<file path="src/rtl/core/gtmts_pkg.sv">
// Shared types and constants for the grouped top-k minimum time selector.
package gtmts_pkg;

    localparam int TOP_COUNT  = 3;
    localparam int INDEX_BITS = 10;
    localparam int TIME_W     = 32;
    localparam int GROUP_W    = 16;
    localparam int PORT_IDX_W = 10;
    localparam int RANK_W     = 2;

    // rank counter and insert position widths
    localparam int CNT_W  = (TOP_COUNT > 1) ? $clog2(TOP_COUNT) : 1;
    localparam int CNTP_W = $clog2(TOP_COUNT + 1);

    typedef logic [INDEX_BITS-1:0] t_idx;
    typedef logic [GROUP_W-1:0]    t_grp;
    typedef logic [RANK_W-1:0]     t_rank;
    typedef logic [CNT_W-1:0]      t_cnt;
    typedef logic [CNTP_W-1:0]     t_pos;

    typedef struct {
        logic               vld;
        logic signed [TIME_W-1:0] tm;
        t_idx               idx;
        t_grp               grp;
    } t_slot;

    localparam t_slot SLOT_EMPTY = '{vld: 1'b0, tm: '0, idx: '0, grp: '0};

    localparam t_cnt LAST_RANK = t_cnt'(TOP_COUNT - 1);

endpackage

</file>
<file path="src/rtl/core/grouped_top3_min_time_select_top.sv">
// Grouped top-k minimum time selector: sorted per-group best list and rank output.
// Latency: the list updates in the cycle an entry word is accepted; rank words for a
//   last-marked entry start the next cycle, one per rank, TOP_COUNT words per set.
// Throughput: one entry word per cycle; a last-marked entry is held off only while the
//   previous set's rank words are still draining from the snapshot register.
// Reset (i_rst_n low, synchronous): clears the list and drops any pending rank words.
module grouped_top3_min_time_select_top (
    input  logic        i_clk,
    input  logic        i_rst_n,
    input  logic        i_in_valid,
    output logic        o_in_ready,
    input  logic [9:0]  i_entry_index,
    input  logic signed [31:0] i_entry_time,
    input  logic [15:0] i_group_key,
    input  logic        i_first_entry,
    input  logic        i_last_entry,
    output logic        o_out_valid,
    input  logic        i_out_ready,
    output logic [1:0]  o_rank,
    output logic [9:0]  o_best_index,
    output logic        o_rank_valid,
    output logic        o_run_end
);

    gtmts_pkg::t_slot r_slot [gtmts_pkg::TOP_COUNT];
    gtmts_pkg::t_slot n_slot [gtmts_pkg::TOP_COUNT];
    gtmts_pkg::t_slot r_snap [gtmts_pkg::TOP_COUNT];
    logic             r_busy;
    gtmts_pkg::t_cnt  r_cnt;

    gtmts_pkg::t_slot w_base [gtmts_pkg::TOP_COUNT];
    gtmts_pkg::t_slot w_ext  [gtmts_pkg::TOP_COUNT+1];
    gtmts_pkg::t_slot w_cmp  [gtmts_pkg::TOP_COUNT];
    gtmts_pkg::t_slot w_pre  [gtmts_pkg::TOP_COUNT+1];
    gtmts_pkg::t_slot w_new;
    logic             w_tpos;
    logic             w_found;
    logic             w_full;
    logic             w_do;
    logic             w_rem;
    gtmts_pkg::t_cnt  w_fpos;
    gtmts_pkg::t_cnt  w_rpos;
    logic signed [gtmts_pkg::TIME_W-1:0] w_ftime;
    gtmts_pkg::t_pos  w_pos;
    logic             w_in_acc;
    logic             w_drain_done;

    assign w_drain_done = r_busy && i_out_ready && (r_cnt == gtmts_pkg::LAST_RANK);
    // only a set end has to wait for the snapshot to free up
    assign o_in_ready   = !(i_last_entry && r_busy && !w_drain_done);
    assign w_in_acc     = i_in_valid && o_in_ready;

    always_comb begin
        w_tpos  = $signed(i_entry_time) > 32'sd0;
        w_new   = '{vld: 1'b1, tm: i_entry_time,
                    idx: gtmts_pkg::t_idx'(i_entry_index), grp: i_group_key};
        w_found = 1'b0;
        w_fpos  = '0;
        w_ftime = '0;
        for (int i = 0; i < gtmts_pkg::TOP_COUNT; i++) begin
            w_base[i] = i_first_entry ? gtmts_pkg::SLOT_EMPTY : r_slot[i];
        end
        // groups in the list are unique, so at most one slot matches
        for (int i = 0; i < gtmts_pkg::TOP_COUNT; i++) begin
            if (w_base[i].vld && (w_base[i].grp == i_group_key)) begin
                w_found = 1'b1;
                w_fpos  = w_fpos | gtmts_pkg::t_cnt'(i);
                w_ftime = w_ftime | w_base[i].tm;
            end
        end
        w_full = w_base[gtmts_pkg::TOP_COUNT-1].vld;
        if (w_found) begin
            w_do = w_tpos && ($signed(i_entry_time) < $signed(w_ftime));
        end else begin
            w_do = w_tpos && (!w_full ||
                   ($signed(i_entry_time) < $signed(w_base[gtmts_pkg::TOP_COUNT-1].tm)));
        end
        w_rem  = w_do && (w_found || w_full);
        w_rpos = w_found ? w_fpos : gtmts_pkg::LAST_RANK;

        // close the gap at the removed place
        for (int j = 0; j < gtmts_pkg::TOP_COUNT; j++) begin
            w_ext[j] = w_base[j];
        end
        w_ext[gtmts_pkg::TOP_COUNT] = gtmts_pkg::SLOT_EMPTY;
        for (int j = 0; j < gtmts_pkg::TOP_COUNT; j++) begin
            w_cmp[j] = (w_rem && (gtmts_pkg::t_cnt'(j) >= w_rpos)) ? w_ext[j+1] : w_ext[j];
        end

        // new word goes after every entry with time <= its own
        w_pos = '0;
        for (int j = 0; j < gtmts_pkg::TOP_COUNT; j++) begin
            w_pos = w_pos + gtmts_pkg::t_pos'(w_cmp[j].vld &&
                    ($signed(w_cmp[j].tm) <= $signed(i_entry_time)));
        end

        w_pre[0] = gtmts_pkg::SLOT_EMPTY;
        for (int k = 0; k < gtmts_pkg::TOP_COUNT; k++) begin
            w_pre[k+1] = w_cmp[k];
        end

        for (int k = 0; k < gtmts_pkg::TOP_COUNT; k++) begin
            if (!w_do) begin
                n_slot[k] = w_base[k];
            end else if (gtmts_pkg::t_pos'(k) < w_pos) begin
                n_slot[k] = w_cmp[k];
            end else if (gtmts_pkg::t_pos'(k) == w_pos) begin
                n_slot[k] = w_new;
            end else begin
                n_slot[k] = w_pre[k];
            end
        end
    end

    always_ff @(posedge i_clk) begin
        if (!i_rst_n) begin
            for (int i = 0; i < gtmts_pkg::TOP_COUNT; i++) begin
                r_slot[i] <= gtmts_pkg::SLOT_EMPTY;
                r_snap[i] <= gtmts_pkg::SLOT_EMPTY;
            end
            r_busy <= 1'b0;
            r_cnt  <= '0;
        end else begin
            if (w_in_acc) begin
                for (int i = 0; i < gtmts_pkg::TOP_COUNT; i++) begin
                    r_slot[i] <= n_slot[i];
                end
            end
            if (w_in_acc && i_last_entry) begin
                for (int i = 0; i < gtmts_pkg::TOP_COUNT; i++) begin
                    r_snap[i] <= n_slot[i];
                end
                r_busy <= 1'b1;
                r_cnt  <= '0;
            end else if (r_busy && i_out_ready) begin
                if (r_cnt == gtmts_pkg::LAST_RANK) begin
                    r_busy <= 1'b0;
                end else begin
                    r_cnt <= r_cnt + 1'b1;
                end
            end
        end
    end

    assign o_out_valid  = r_busy;
    assign o_rank       = gtmts_pkg::t_rank'(r_cnt);
    assign o_rank_valid = r_snap[r_cnt].vld;
    assign o_best_index = r_snap[r_cnt].vld ?
                          gtmts_pkg::PORT_IDX_W'(r_snap[r_cnt].idx) : '0;
    assign o_run_end    = (r_cnt == gtmts_pkg::LAST_RANK);

endmodule

</file>
<file path="config.mk">
export PLATFORM = sky130hd
export DESIGN_NAME = grouped_top3_min_time_select_top
export DESIGN_NICKNAME = d
export VERILOG_FILES = /design/src/rtl/core/gtmts_pkg.sv /design/src/rtl/core/grouped_top3_min_time_select_top.sv
export SDC_FILE = /design/constraint.sdc
export NUM_CORES = 1
export LEC_CHECK = 0
export BUFFER_PORTS_ARGS = -buffer_cell sky130_fd_sc_hd__buf_2
export CAP_MARGIN = 5
export CORE_MARGIN = 2
export CORE_UTILIZATION = 25
export DETAILED_ROUTE_END_ITERATION = 12
export PLACE_DENSITY_LB_ADDON = 0.25
export SYNTH_ARGS = -nofsm -noshare
export SYNTH_HDL_FRONTEND = slang
export SYNTH_SLANG_ARGS = --single-unit
</file>
<file path="constraint.sdc">
create_clock -name i_clk -period 13.86 [get_ports i_clk]
set_clock_uncertainty 0.1 [all_clocks]
set_input_delay 1.386 -clock i_clk [delete_from_list [all_inputs] [get_ports i_clk]]
set_output_delay 1.386 -clock i_clk [all_outputs]
set_load 0.005 [all_outputs]
</file>
==> flow_summary.yaml <==
synthesis:
  synthTopCellsByArea: "edfxtp_1 31%, ha_1 9.8%, mux2i_1 4.2%"
  synth.most_common_cell: "nor2_1"
  synth_common_cells: "216 x nor2_1, 210 x edfxtp_1, 175 x nand2_1"
  ys_ff_latch: 215
  synth_edf_count: 210
  synth_cells: 2263
  yosysTopAreaCellShare_pct: 31.2
  seq_area_frac_synth_pct: 31.7
  async_reset_ff_share_pct: 0
  yosys.area.top_type: "edfxtp_1"
  ys_types: 82
  ys.flop_type: "edfxtp_1"
  avgSynthCellArea_um2: 8.93
  synth_nets: 2487
  yosysWarnings: 0
  syn_area_mm2: 0.0202
global_routing:
  antenna_found_initial: 3
  grt_pass1_wl_um: 119000
  grt_pass1_vias: 18765
  grt_max_degree: 153
  grt_overflow: 0
  grt_use_total_pct: 18.4
power_and_ir_drop:
  swShare_pct: 32.5
  p_leak_nw: 8.20
  p_comb_share_pct: 22.4
  p_int_mw: 1.39
  netSwitchingPower_mw: 0.670
  p_clk_share_pct: 38.9
  p_seq_share_pct: 38.7
  vdd_drop_max_mv: 0.102
  pwr_density_cell_mw_per_mm2: 90.9
run_status:
  status: "complete, no violations"
setup_path:
  path_max_fanout: 47
  worstPathArrival_ns: 12.12
  endpoint_kind: "register"
  crit_required_ns: 14.21
  cp_slowest_cell: "nand3_2"
  crit_type: "in -> reg"
  startpoint: "i_first_entry"
  r2r_setup_slack_ns: 2.73
  rr_startpoint: "r_slot[0][68]"
  slowest_delay_ns: 0.80
  startpoint_type: "input port"
timing:
  worst_pin_slew_ns: 1.23
  setup_slack_ns: 2.09
  final-setup-viol-count: 0
  fin_setup_tns_ns: 0
  rsz0062_at_grt: "false"
  drv_slew: 0
  period_share_pct: 84.9
  final-hold-violation-count: 0
  holdWs_ns: 0.441
  max-slew-margin-rel_pct: 17.9
  fin_crit_ns: 11.77
  fmax_mhz: 85.0
route:
  via_count: 18849
  wirelength_um: 79000
  drt_pass1_iterations: 6
  viasPerCell: 5.67
  wl_per_cell_um: 23.8
  drc: 0
  drtIter0Drc: 1741
  ant_nets: 0
cts:
  cts_hold_buffers: 0
  root_buffer: "clkbuf_16"
  h-tree-depth: 1
  cts_tree: "done"
  cts_sinks: 215
  cts-resized-gates: 0
  clockBufferDepth: 3
  clock_latency_ns: 0.61
  cts.reportedPaths.clkPinSlew_ns: 0.06
  numCtsBuffers: 30
  cts_setup_buffers: 0
floorplan:
  num_rows: 104
  core-area_mm2: 0.0803
  dieWidth_um: 288
  num_io_pins: 80
  die_h_um: 288
  die-area_mm2: 0.0831
  start_util_pct: 25.2
hold_path:
  worstHoldStart: "o_rank[1]"
  hp-class: "reg -> reg"
layout:
  num-nets-final: 2463
  drive_gt1_share_pct: 13.0
  layout.cells.non_filler: 3325
  num-fill-cells: 8491
  regArea_mm2: 0.00641
  syn2layout_area_growth_pct: 12.1
  multi_input_area_mm2: 0.0128
  post-route-util_pct: 28.2
place:
  port_buffers: 79
  place_ws_ns: 1.69
  dp_hpwl_um: 52600
  gp_congestion: 0.922
  place_inst: 3267
job:
  cap_violations: 0
## stage by stage
| stage | area (µm²) | power [mW] |
|---|---|---|
| 2_1_floorplan | 20200 | 1.10 |
| 4_1_cts | 22700 | 2.08 |
| 3_5_place_dp | 21700 | 1.26 |
| 6_report | 22700 | 2.06 |
| 5_1_grt | 22700 | 2.14 |
| 3_3_place_gp | 21700 | 1.26 |
## cell families (layout without fill, tap and decap cells)
group	Yosys count	count (layout)	synth area share, %
AO/OA/AOI/OAI	649	649	23.1
adder cells (fa/ha/maj)	160	160	9.94
XOR/XNOR	27	27	1.17
buffers and inverters	267	266	5.56
AND/OR/NAND/NOR	806	806	19.7
flip-flops	215	215	31.7
multiplexers	139	139	8.83
other	0	3	0
## final timing paths
path                    end  depth (start not counted)
min reg2reg        register                          2
max reg2reg  r_slot[0][133]                         28
min                register                          2
max          r_slot[0][133]                         29
## power by group through the flow
stage          registers (mW)  logic (mW)  clock network (mW)
2_1_floorplan           0.802       0.300                   0
3_3_place_gp            0.808       0.449                   0
3_5_place_dp            0.809       0.453                   0
4_1_cts                 0.796       0.456               0.823
5_1_grt                 0.802       0.502               0.840
6_report                0.797       0.461               0.802
## state kept, by name, summed over array words and instances (netlist names), named ones only
register and flops:
o_out_valid 1, o_rank 2, r_snap 33, r_slot 177
## layout make-up
cell class / instances / area share, %
timing repair buffer: 131 / 3.75
clock inverter: 13 / 0.690
clock buffer: 42 / 3.69
inverter: 80 / 1.34
antenna: 3 / 0.0331
multi-input combinational: 1781 / 56.4
sequential: 215 / 28.3
tap: 1060 / 5.85
## cells in the final DEF, fill, tap and decap left out, types with 14 or more instances in the layout
cell / netlist / routed
nor2_1: 216 / 214
nand4_1: 43 / 43
a221o_1: 17 / 17
a221oi_1: 45 / 45
nand2_1: 175 / 171
a211oi_1: 83 / 83
o22ai_1: 27 / 27
or3_1: 14 / 14
mux2i_4: 29 / 29
buf_4: 1 / 48
edfxtp_1: 210 / 210
inv_1: 74 / 74
a21o_1: 43 / 42
o32ai_2: 23 / 23
xnor2_1: 14 / 14
nor3_1: 52 / 51
a311oi_1: 14 / 14
buf_2: 52 / 78
nand2b_1: 23 / 23
a31oi_1: 25 / 25
and4_1: 21 / 21
clkbuf_16: 0 / 30
a22oi_1: 41 / 41
nand3_1: 105 / 103
ha_1: 159 / 159
nor2b_1: 98 / 98
mux2i_1: 85 / 85
nor4_1: 15 / 15
a21oi_1: 97 / 95
mux2_2: 25 / 25
o21ai_0: 138 / 137
## routing by layer
layer / GRT usage, % / wire [µm] / up-vias
met1: 25.8 / 36400 / 9347
met2: 29.5 / 35700 / 748
met3: 2.06 / 4460 / 130
met4: 6.17 / 2480 / 0
li1: - / - / 8624
met5: 0 / 0 / -
## worst max-delay path, delay by kind of cell
family | cells | cell delay, ns
AO/OA/AOI/OAI | 10 | 3.55
adder cells (fa/ha/maj) | 3 | 1.24
buffers and inverters | 3 | 1.34
multiplexers | 3 | 1.14
AND/OR/NAND/NOR | 10 | 3.35
Note: power is estimated with default switching activity, not from simulation.
